### src/hw/rtl/wrvd_pkg.sv
package wrvd_pkg;

	// value width fixed by the item fields
	localparam int VW = 32;

	typedef logic signed [VW-1:0] value_t;

	localparam value_t VMAX = {1'b0, {(VW-1){1'b1}}};
	localparam value_t VMIN = {1'b1, {(VW-1){1'b0}}};

	// opcodes on the input item
	localparam logic [1:0] OP_SET   = 2'd0;
	localparam logic [1:0] OP_ADD   = 2'd1;
	localparam logic [1:0] OP_QUERY = 2'd2;

	// command kinds after classification
	localparam logic [1:0] KIND_NOP   = 2'd0;
	localparam logic [1:0] KIND_SET   = 2'd1;
	localparam logic [1:0] KIND_ADD   = 2'd2;
	localparam logic [1:0] KIND_QUERY = 2'd3;

	// configuration register indexes
	localparam int CFG_IDX_W = 1;
	localparam logic [CFG_IDX_W-1:0] REG_LOWER_BOUND = 1'b0;
	localparam logic [CFG_IDX_W-1:0] REG_UPPER_BOUND = 1'b1;

	// bound reset values, -180.0 and 180.0 in Q16.16
	localparam value_t LOWER_BOUND_RESET = 32'shFF4C0000;
	localparam value_t UPPER_BOUND_RESET = 32'sh00B40000;

	typedef struct packed {
		logic [1:0] opcode;
		value_t     operand;
	} item_t;

	typedef struct packed {
		value_t current_value;
		value_t shortest_difference;
	} result_t;

	typedef struct packed {
		logic [1:0] kind;
		value_t     operand;
	} cmd_t;

	// handshake between command queue and sequencer
	typedef struct packed {
		logic valid;
		cmd_t cmd;
	} cmd_src_t;

endpackage

### src/hw/rtl/wrapped_range_value_difference.sv
// channel  | direction | handshake            | payload
// item     | in        | push / full          | opcode, operand
// result   | out       | empty / pop          | current_value, shortest_difference
// cfg      | in        | cfg_valid / cfg_ready | cfg_index, cfg_data
//
// An item passes through the input stage register and the command queue, then
// the sequencer: an unused opcode goes straight to S_DONE, an in-range value
// skips the fold, and an out-of-range value is folded by the 32-step restoring
// remainder unit; a query also runs S_CAND, S_MAG and S_PICK.
// Reset (arst_n low) empties all stages, clears the stored value and loads
// the bounds with -180.0 and 180.0. Items keep entering the queue while the
// sequencer waits on a full result register; cfg_ready is always high.
module wrapped_range_value_difference #(
	parameter int QUEUE_DEPTH = 2
) (
	input  logic                               clk,
	input  logic                               arst_n,
	input  logic                               push,
	output logic                               full,
	input  wrvd_pkg::item_t                    item,
	output logic                               empty,
	input  logic                               pop,
	output wrvd_pkg::result_t                  result,
	input  logic                               cfg_valid,
	output logic                               cfg_ready,
	input  logic [wrvd_pkg::CFG_IDX_W-1:0]     cfg_index,
	input  wrvd_pkg::value_t                   cfg_data
);

	wrvd_pkg::value_t   lower_bound_q;
	wrvd_pkg::value_t   upper_bound_q;
	logic               q_full;
	logic               q_wr;
	wrvd_pkg::cmd_t     q_data;
	wrvd_pkg::cmd_src_t src;
	logic               take;

	assign cfg_ready = 1'b1;

	// bound registers
	always_ff @(posedge clk or negedge arst_n) begin
		if (!arst_n) begin
			lower_bound_q <= wrvd_pkg::LOWER_BOUND_RESET;
			upper_bound_q <= wrvd_pkg::UPPER_BOUND_RESET;
		end else if (cfg_valid && cfg_ready) begin
			case (cfg_index)
				wrvd_pkg::REG_LOWER_BOUND: lower_bound_q <= cfg_data;
				wrvd_pkg::REG_UPPER_BOUND: upper_bound_q <= cfg_data;
				default: begin
				end
			endcase
		end
	end

	wrvd_front u_front (
		.clk    (clk),
		.arst_n (arst_n),
		.push   (push),
		.full   (full),
		.item   (item),
		.q_full (q_full),
		.q_wr   (q_wr),
		.q_data (q_data)
	);

	wrvd_queue #(
		.DEPTH (QUEUE_DEPTH)
	) u_queue (
		.clk     (clk),
		.arst_n  (arst_n),
		.wr      (q_wr),
		.wr_data (q_data),
		.q_full  (q_full),
		.rd      (take),
		.src     (src)
	);

	wrvd_back u_back (
		.clk         (clk),
		.arst_n      (arst_n),
		.src         (src),
		.take        (take),
		.lower_bound (lower_bound_q),
		.upper_bound (upper_bound_q),
		.empty       (empty),
		.pop         (pop),
		.result      (result)
	);

endmodule

### src/hw/rtl/wrvd_front.sv
module wrvd_front (
	input  logic              clk,
	input  logic              arst_n,
	input  logic              push,
	output logic              full,
	input  wrvd_pkg::item_t   item,
	input  logic              q_full,
	output logic              q_wr,
	output wrvd_pkg::cmd_t    q_data
);

	logic           vld_s1;
	wrvd_pkg::cmd_t cmd_s1;
	logic           accept;
	logic [1:0]     kind;

	// classify the opcode into a command kind
	always_comb begin
		case (item.opcode)
			wrvd_pkg::OP_SET:   kind = wrvd_pkg::KIND_SET;
			wrvd_pkg::OP_ADD:   kind = wrvd_pkg::KIND_ADD;
			wrvd_pkg::OP_QUERY: kind = wrvd_pkg::KIND_QUERY;
			default:            kind = wrvd_pkg::KIND_NOP;
		endcase
	end

	// stage register drains into the queue whenever it has room
	assign q_wr   = vld_s1 && !q_full;
	assign q_data = cmd_s1;
	assign full   = vld_s1 && q_full;
	assign accept = push && !full;

	always_ff @(posedge clk or negedge arst_n) begin
		if (!arst_n) begin
			vld_s1 <= 1'b0;
		end else if (accept) begin
			vld_s1 <= 1'b1;
		end else if (q_wr) begin
			vld_s1 <= 1'b0;
		end
	end

	always_ff @(posedge clk) begin
		if (accept) begin
			cmd_s1.kind    <= kind;
			cmd_s1.operand <= item.operand;
		end
	end

endmodule

### src/hw/rtl/wrvd_queue.sv
module wrvd_queue #(
	parameter int DEPTH = 2
) (
	input  logic                clk,
	input  logic                arst_n,
	input  logic                wr,
	input  wrvd_pkg::cmd_t      wr_data,
	output logic                q_full,
	input  logic                rd,
	output wrvd_pkg::cmd_src_t  src
);

	localparam int PW = (DEPTH > 1) ? $clog2(DEPTH) : 1;
	localparam int CW = $clog2(DEPTH + 1);

	wrvd_pkg::cmd_t slots_q [DEPTH];
	logic [PW-1:0]  wr_ptr_q;
	logic [PW-1:0]  rd_ptr_q;
	logic [CW-1:0]  count_q;
	logic           do_wr;
	logic           do_rd;

	assign q_full    = (count_q == CW'(DEPTH));
	assign src.valid = (count_q != '0);
	assign src.cmd   = slots_q[rd_ptr_q];
	assign do_wr     = wr && !q_full;
	assign do_rd     = rd && src.valid;

	// pointers and fill count
	always_ff @(posedge clk or negedge arst_n) begin
		if (!arst_n) begin
			wr_ptr_q <= '0;
			rd_ptr_q <= '0;
			count_q  <= '0;
		end else begin
			if (do_wr) begin
				wr_ptr_q <= (wr_ptr_q == PW'(DEPTH - 1)) ? '0 : wr_ptr_q + 1'b1;
			end
			if (do_rd) begin
				rd_ptr_q <= (rd_ptr_q == PW'(DEPTH - 1)) ? '0 : rd_ptr_q + 1'b1;
			end
			if (do_wr && !do_rd) begin
				count_q <= count_q + 1'b1;
			end else if (do_rd && !do_wr) begin
				count_q <= count_q - 1'b1;
			end
		end
	end

	// slot storage
	always_ff @(posedge clk) begin
		if (do_wr) begin
			slots_q[wr_ptr_q] <= wr_data;
		end
	end

endmodule

### src/hw/rtl/wrvd_back.sv
module wrvd_back (
	input  logic                clk,
	input  logic                arst_n,
	input  wrvd_pkg::cmd_src_t  src,
	output logic                take,
	input  wrvd_pkg::value_t    lower_bound,
	input  wrvd_pkg::value_t    upper_bound,
	output logic                empty,
	input  logic                pop,
	output wrvd_pkg::result_t   result
);

	localparam int VW = wrvd_pkg::VW;
	localparam int CW = $clog2(VW);

	localparam logic [3:0] S_IDLE  = 4'd0;
	localparam logic [3:0] S_RANGE = 4'd1;
	localparam logic [3:0] S_CLASS = 4'd2;
	localparam logic [3:0] S_DIV   = 4'd3;
	localparam logic [3:0] S_FIX   = 4'd4;
	localparam logic [3:0] S_APPLY = 4'd5;
	localparam logic [3:0] S_CAND  = 4'd6;
	localparam logic [3:0] S_MAG   = 4'd7;
	localparam logic [3:0] S_PICK  = 4'd8;
	localparam logic [3:0] S_DONE  = 4'd9;

	logic [3:0]              state_q;
	logic [1:0]              kind_q;
	wrvd_pkg::value_t        val_q;
	wrvd_pkg::value_t        x_q;
	wrvd_pkg::value_t        lo_q;
	wrvd_pkg::value_t        hi_q;
	wrvd_pkg::value_t        fold_q;
	wrvd_pkg::value_t        diff_q;
	logic [VW-1:0]           w_q;
	logic [VW-1:0]           num_q;
	logic [VW:0]             rem_q;
	logic [CW-1:0]           cnt_q;
	logic                    neg_q;
	logic signed [VW+2:0]    plain_q;
	logic signed [VW+2:0]    above_q;
	logic signed [VW+2:0]    below_q;
	logic [VW+1:0]           mplain_q;
	logic [VW+1:0]           mabove_q;
	logic [VW+1:0]           mbelow_q;
	logic                    out_vld_q;
	wrvd_pkg::result_t       out_q;

	logic signed [VW:0]      sum;
	wrvd_pkg::value_t        sum_sat;
	logic signed [VW:0]      width_ext;
	logic signed [VW:0]      d_lo;
	logic signed [VW:0]      d_hi;
	logic                    x_neg;
	logic                    x_pos;
	logic [VW:0]             shifted;
	logic [VW+1:0]           trial;
	logic signed [VW:0]      fixed;
	logic signed [VW+2:0]    best;
	logic                    out_free;
	logic                    load_out;

	function automatic logic [VW+1:0] mag35(input logic signed [VW+2:0] v);
		logic signed [VW+2:0] n;
		n = -v;
		return v[VW+2] ? n[VW+1:0] : v[VW+1:0];
	endfunction

	// saturating add for the offset command
	assign sum = {val_q[VW-1], val_q} + {src.cmd.operand[VW-1], src.cmd.operand};
	always_comb begin
		if (sum[VW] != sum[VW-1]) begin
			sum_sat = sum[VW] ? wrvd_pkg::VMIN : wrvd_pkg::VMAX;
		end else begin
			sum_sat = sum[VW-1:0];
		end
	end

	// range classification of the value to fold
	assign width_ext = {hi_q[VW-1], hi_q} - {lo_q[VW-1], lo_q};
	assign x_neg     = (x_q < lo_q);
	assign x_pos     = (x_q > hi_q);
	assign d_lo      = {lo_q[VW-1], lo_q} - {x_q[VW-1], x_q};
	assign d_hi      = {x_q[VW-1], x_q} - {hi_q[VW-1], hi_q};

	// one restoring remainder step
	assign shifted = {rem_q[VW-1:0], num_q[VW-1]};
	assign trial   = {1'b0, shifted} - {2'b00, w_q};

	// fold result from the remainder
	always_comb begin
		if (neg_q) begin
			fixed = {hi_q[VW-1], hi_q} - {1'b0, rem_q[VW-1:0]};
		end else begin
			fixed = {lo_q[VW-1], lo_q} + {1'b0, rem_q[VW-1:0]};
		end
	end

	// pick the smallest candidate, plain one wins ties
	always_comb begin
		if (mabove_q < mbelow_q && mabove_q < mplain_q) begin
			best = above_q;
		end else if (mbelow_q < mabove_q && mbelow_q < mplain_q) begin
			best = below_q;
		end else begin
			best = plain_q;
		end
	end

	assign out_free = !out_vld_q || pop;
	assign load_out = (state_q == S_DONE) && out_free;
	assign take     = (state_q == S_IDLE) && src.valid;
	assign empty    = !out_vld_q;
	assign result   = out_q;

	// sequencer
	always_ff @(posedge clk or negedge arst_n) begin
		if (!arst_n) begin
			state_q <= S_IDLE;
			val_q   <= '0;
			cnt_q   <= '0;
		end else begin
			case (state_q)
				S_IDLE: begin
					if (src.valid) begin
						if (src.cmd.kind == wrvd_pkg::KIND_NOP) begin
							state_q <= S_DONE;
						end else begin
							state_q <= S_RANGE;
						end
					end
				end
				S_RANGE: begin
					state_q <= S_CLASS;
				end
				S_CLASS: begin
					cnt_q <= '0;
					if (x_neg || x_pos) begin
						state_q <= S_DIV;
					end else begin
						state_q <= S_APPLY;
					end
				end
				S_DIV: begin
					cnt_q <= cnt_q + 1'b1;
					if (cnt_q == CW'(VW - 1)) begin
						state_q <= S_FIX;
					end
				end
				S_FIX: begin
					state_q <= S_APPLY;
				end
				S_APPLY: begin
					if (kind_q == wrvd_pkg::KIND_QUERY) begin
						state_q <= S_CAND;
					end else begin
						val_q   <= fold_q;
						state_q <= S_DONE;
					end
				end
				S_CAND: begin
					state_q <= S_MAG;
				end
				S_MAG: begin
					state_q <= S_PICK;
				end
				S_PICK: begin
					state_q <= S_DONE;
				end
				S_DONE: begin
					if (out_free) begin
						state_q <= S_IDLE;
					end
				end
				default: begin
					state_q <= S_IDLE;
				end
			endcase
		end
	end

	// datapath registers
	always_ff @(posedge clk) begin
		case (state_q)
			S_IDLE: begin
				kind_q <= src.cmd.kind;
				diff_q <= '0;
				if (src.cmd.kind == wrvd_pkg::KIND_ADD) begin
					x_q <= sum_sat;
				end else begin
					x_q <= src.cmd.operand;
				end
			end
			S_RANGE: begin
				if (lower_bound > upper_bound) begin
					lo_q <= upper_bound;
					hi_q <= lower_bound;
				end else begin
					lo_q <= lower_bound;
					hi_q <= upper_bound;
				end
			end
			S_CLASS: begin
				w_q    <= width_ext[VW-1:0];
				neg_q  <= x_neg;
				num_q  <= x_neg ? d_lo[VW-1:0] : d_hi[VW-1:0];
				rem_q  <= '0;
				fold_q <= x_q;
			end
			S_DIV: begin
				num_q <= {num_q[VW-2:0], 1'b0};
				rem_q <= trial[VW+1] ? shifted : trial[VW:0];
			end
			S_FIX: begin
				fold_q <= (w_q == '0) ? lo_q : fixed[VW-1:0];
			end
			S_APPLY: begin
				plain_q <= {{3{fold_q[VW-1]}}, fold_q} - {{3{val_q[VW-1]}}, val_q};
			end
			S_CAND: begin
				above_q <= plain_q - {3'b000, w_q};
				below_q <= plain_q + {3'b000, w_q};
			end
			S_MAG: begin
				mplain_q <= mag35(plain_q);
				mabove_q <= mag35(above_q);
				mbelow_q <= mag35(below_q);
			end
			S_PICK: begin
				if (best[VW+2:VW-1] == {4{best[VW-1]}}) begin
					diff_q <= best[VW-1:0];
				end else begin
					diff_q <= best[VW+2] ? wrvd_pkg::VMIN : wrvd_pkg::VMAX;
				end
			end
			default: begin
			end
		endcase
	end

	// output register
	always_ff @(posedge clk or negedge arst_n) begin
		if (!arst_n) begin
			out_vld_q <= 1'b0;
		end else if (load_out) begin
			out_vld_q <= 1'b1;
		end else if (pop) begin
			out_vld_q <= 1'b0;
		end
	end

	always_ff @(posedge clk) begin
		if (load_out) begin
			out_q.current_value       <= val_q;
			out_q.shortest_difference <= diff_q;
		end
	end

endmodule

### config.mk
export PLATFORM = sky130hd
export DESIGN_NAME = wrapped_range_value_difference
export DESIGN_NICKNAME = d
export VERILOG_FILES = /design/src/hw/rtl/wrvd_pkg.sv /design/src/hw/rtl/wrapped_range_value_difference.sv /design/src/hw/rtl/wrvd_front.sv /design/src/hw/rtl/wrvd_queue.sv /design/src/hw/rtl/wrvd_back.sv
export SDC_FILE = /design/constraint.sdc
export NUM_CORES = 2
export LEC_CHECK = 0
export BUFFER_PORTS_ARGS = -buffer_cell sky130_fd_sc_hd__buf_2
export CORE_MARGIN = 10
export CORE_UTILIZATION = 40
export CTS_CLUSTER_DIAMETER = 200
export CTS_CLUSTER_SIZE = 8
export DETAILED_ROUTE_END_ITERATION = 10
export SLEW_MARGIN = 20
export SYNTH_ARGS = -nofsm -noshare
export SYNTH_HDL_FRONTEND = slang
export SYNTH_SLANG_ARGS = --single-unit
### constraint.sdc
create_clock -name clk -period 6.8 [get_ports clk]
set_input_delay 0 -clock clk [delete_from_list [all_inputs] [get_ports clk]]
set_output_delay 0 -clock clk [all_outputs]
set_load 0.02 [all_outputs]
==> flow_metrics.tcl <==
set metrics [dict create \
    outcome "finished clean" \
    drive_above_1_share 0.1135 \
    crit_arrival_ns 5.41 \
    slew-limit-headroom 0.2622 \
    gp_congestion 0.9083 \
    synth_cells 4648 \
    synth_warnings 0 \
    cts_root_buf "clkbuf_16" \
    ios 139 \
    ys_seq_elements 739 \
    layout.nets 5436 \
    worstRegToRegCells 14 \
    h-tree-depth 3 \
    p_leak_nw 22.35 \
    required_ns 7.20 \
    hold_path_class "in -> reg" \
    grtUsageTotal 0.1970 \
    cpMostUsedCell "mux2_2" \
    fin_crit_ns 5.004 \
    ctsResizeCount 0 \
    utilization 0.4579 \
    io_buffer_count 137 \
    netlist_area_um2 48560 \
    mostFrequentLayoutCells "edfxtp_1 (628), ha_1 (456), inv_1 (401), a21oi_1 (334), nor2_1 (312)" \
    cts_tree "built" \
    hold_violations 0 \
    synth_fa_ha_area_frac 0.1216 \
    crit_type "reg -> reg" \
    synth_area_leaders "edfxtp_1 (39%), ha_1 (12%), xnor2_1 (5.3%)" \
    drc 0 \
    synth_ff_type "edfxtp_1" \
    placed_cell_area_um2 51160 \
    clk_path_buf_depth 3 \
    critPathCaptureType "flop" \
    synth_edf_count 628 \
    worst_path_max_delay_cell "mux2_2" \
    grt_pass1_vias 35311 \
    clk_latency_ns 0.70 \
    cpPeakStageDelay_ns 0.62 \
    async_flop_share 0.1502 \
    ant_nets 0 \
    power_density_nw_per_um2 550.9 \
    synthSimpleGateAreaFrac 0.1044 \
    synth_nets 5186 \
    grt_max_degree 71 \
    cts_sinks 739 \
    synth.mux.area_fraction 0.05808 \
    syn_avg_cell_area_um2 10.45 \
    final_area_um2 55080 \
    timing.fmax_mhz 199.8 \
    clk_pin_slew_worst_paths_ns 0.05 \
    slew_viol_final 0 \
    netlist.area_leader.share 0.3884 \
    synth_top_cell_by_area "edfxtp_1" \
    initial_core_util 0.4037 \
    tightest_slew_ns 1.107 \
    syn_to_final_growth_pct 13.42 \
    avgRoutedWirePerCell_um 21.02 \
    synth_xor_area_frac 0.06493 \
    synth.distinct_cells 88 \
    fin_tns_setup_ns 0 \
    core_area_um2 120300 \
    final_common_cell "edfxtp_1" \
    period_share 0.7359 \
    grt_pass1_wl_mm 210.0 \
    vias 36059 \
    first_iter_violations 2928 \
    synth_top_family_by_area "compound AO/OA/AOI/OAI gates" \
    cp-start-kind "flop" \
    cts_made_buffers 102 \
    crit_chain "buf_4 -> mux2_2 -> ha_1 -> a211o_1 -> a311o_1 -> and3b_1 -> o21ai_0 -> a21oi_1 -> nor4_1 -> nor2_1 -> a311oi_1 -> mux2_2 -> o21ba_2 -> o2bb2ai_1" \
    timing.hold.ws_ns 0.02983 \
    cap_violations 0 \
    dieArea_um2 135700 \
    die_y_um 368.4 \
    grt_overflow 0 \
    wirelength_mm 138.2 \
    synth_compound_area_frac 0.1633 \
    antenna_found_initial 2 \
    rsz0062_at_grt "false" \
    fin_worst_skew_ns 0.02934 \
    die-width_um 368.4 \
    regToRegSetupSlack_ns 1.80 \
    yosysSeqAreaShare 0.4460 \
    hpwl_mm 107.4 \
    via_per_inst 5.485 \
    setup_violations 0 \
    vdd_drop_max_mv 0.3131 \
    crit_path_start "u_queue.rd_ptr_q" \
    row_count 127 \
    r2r_start "u_queue.rd_ptr_q" \
    setup.worst_path.end "u_back.x_q[10]" \
    r2r-end "u_back.x_q[10]" \
    first_pass_iters 5 \
    crit_fanout 30 \
]
## timing repair
item	CTS	global route
hold buffers	95	0
hold endpoints to repair	148	0
setup endpoints to repair	0	0
setup buffers	0	0
## synth_stat cells, types with 15 or more instances
library cell,n
o21a_1,43
nor2b_1,48
nor3_1,75
and2_1,15
o22ai_1,18
o41ai_1,18
o21bai_1,37
nand4_1,48
a211oi_1,56
inv_1,402
xor2_1,68
nand2_1,260
or4_1,20
mux2i_1,59
nand3_1,78
ha_1,456
o21ai_0,297
o211ai_1,35
nor2_1,318
a21o_1,120
clkbuf_1,110
or3_1,27
nand2b_1,60
a21oi_1,334
and3_1,34
xnor2_1,292
edfxtp_1,628
o2bb2ai_1,30
o31ai_1,48
mux2_2,198
nor4_1,33
a31oi_1,30
dfrtp_1,96
dfstp_2,15
## logic make-up after synthesis
kind of cell,after synthesis
adder cells (fa/ha/maj),466
AND/OR/NAND/NOR,1057
AO/OA/AOI/OAI,1234
buffers and inverters,533
XOR/XNOR,360
flip-flops,739
multiplexers,257
other,2
## per-layer routing
layer  vias to the layer above  global-route usage  routed length, um
met5                         -                   0                 12
met4                         2             0.06380               4520
met3                       189             0.02475               6790
met2                       947              0.3192              62670
met1                     17251              0.2719              64180
li1                      17670                   -                  -
## area by class of cell
cell class                      count  area [um^2]
Sequential cell                   739        21650
Tap cell                         1612         2017
Multi-Input combinational cell   3376        24970
Clock buffer                      162         2820
Inverter                          403         1513
Clock inverter                      5        103.9
Antenna cell                        1        2.502
Fill cell                       11331        65210
Timing Repair Buffer              276         1994
## how the worst min path moves through the flow
stage | from | end | slack [ns] | cells past startpoint
6_report | item[17] | u_front.q_data[17] | 0.03 | 2
5_1_grt | item[29] | u_front.q_data[29] | 0.02 | 2
4_1_cts | item[28] | u_front.q_data[28] | 0.0009 | 2
3_5_place_dp | arst_n | upper_bound_q[28] | 0.11 | 1
3_3_place_gp | arst_n | upper_bound_q[28] | 0.11 | 1
2_1_floorplan | arst_n | lower_bound_q[0] | -0.30 | 0
## worst max-delay path, delay by kind of cell (launching register included)
kind                     cells  cell delay (ns)
AO/OA/AOI/OAI                7             1.79
adder cells (fa/ha/maj)      1             0.36
buffers and inverters        1             0.44
flip-flops                   1             0.49
multiplexers                 2             1.03
AND/OR/NAND/NOR              3             0.61
## flip-flops by register name, summed over array words and instances (netlist names), 33 cells and up
| name | count |
|---|---|
| u_back.mplain_q | 34 |
| u_front.q_data | 34 |
| u_back.mbelow_q | 33 |
| u_back.result | 64 |
| u_back.above_q | 34 |
| u_back.plain_q | 33 |
| u_queue.slots_q | 68 |
| u_back.below_q | 35 |
| u_back.mabove_q | 34 |
## where the power goes
part	leakage, nW	internal, mW	switching, mW
clock network	1.39	2.81	1.96
registers	7.09	7.26	1.64
logic	13.9	6.94	9.74
## through the flow
step | setup WS [ns] | power, mW | instances
after global placement | 1.859 | 25.22 | 6310
final | 1.796 | 30.34 | 6574
after CTS | 1.685 | 30.29 | 6572
after floorplan | 1.141 | 20.80 | 4648
after detailed placement | 1.711 | 25.32 | 6310
after global routing | 1.466 | 32.63 | 6574
Note: power is estimated with default switching activity, not from simulation.
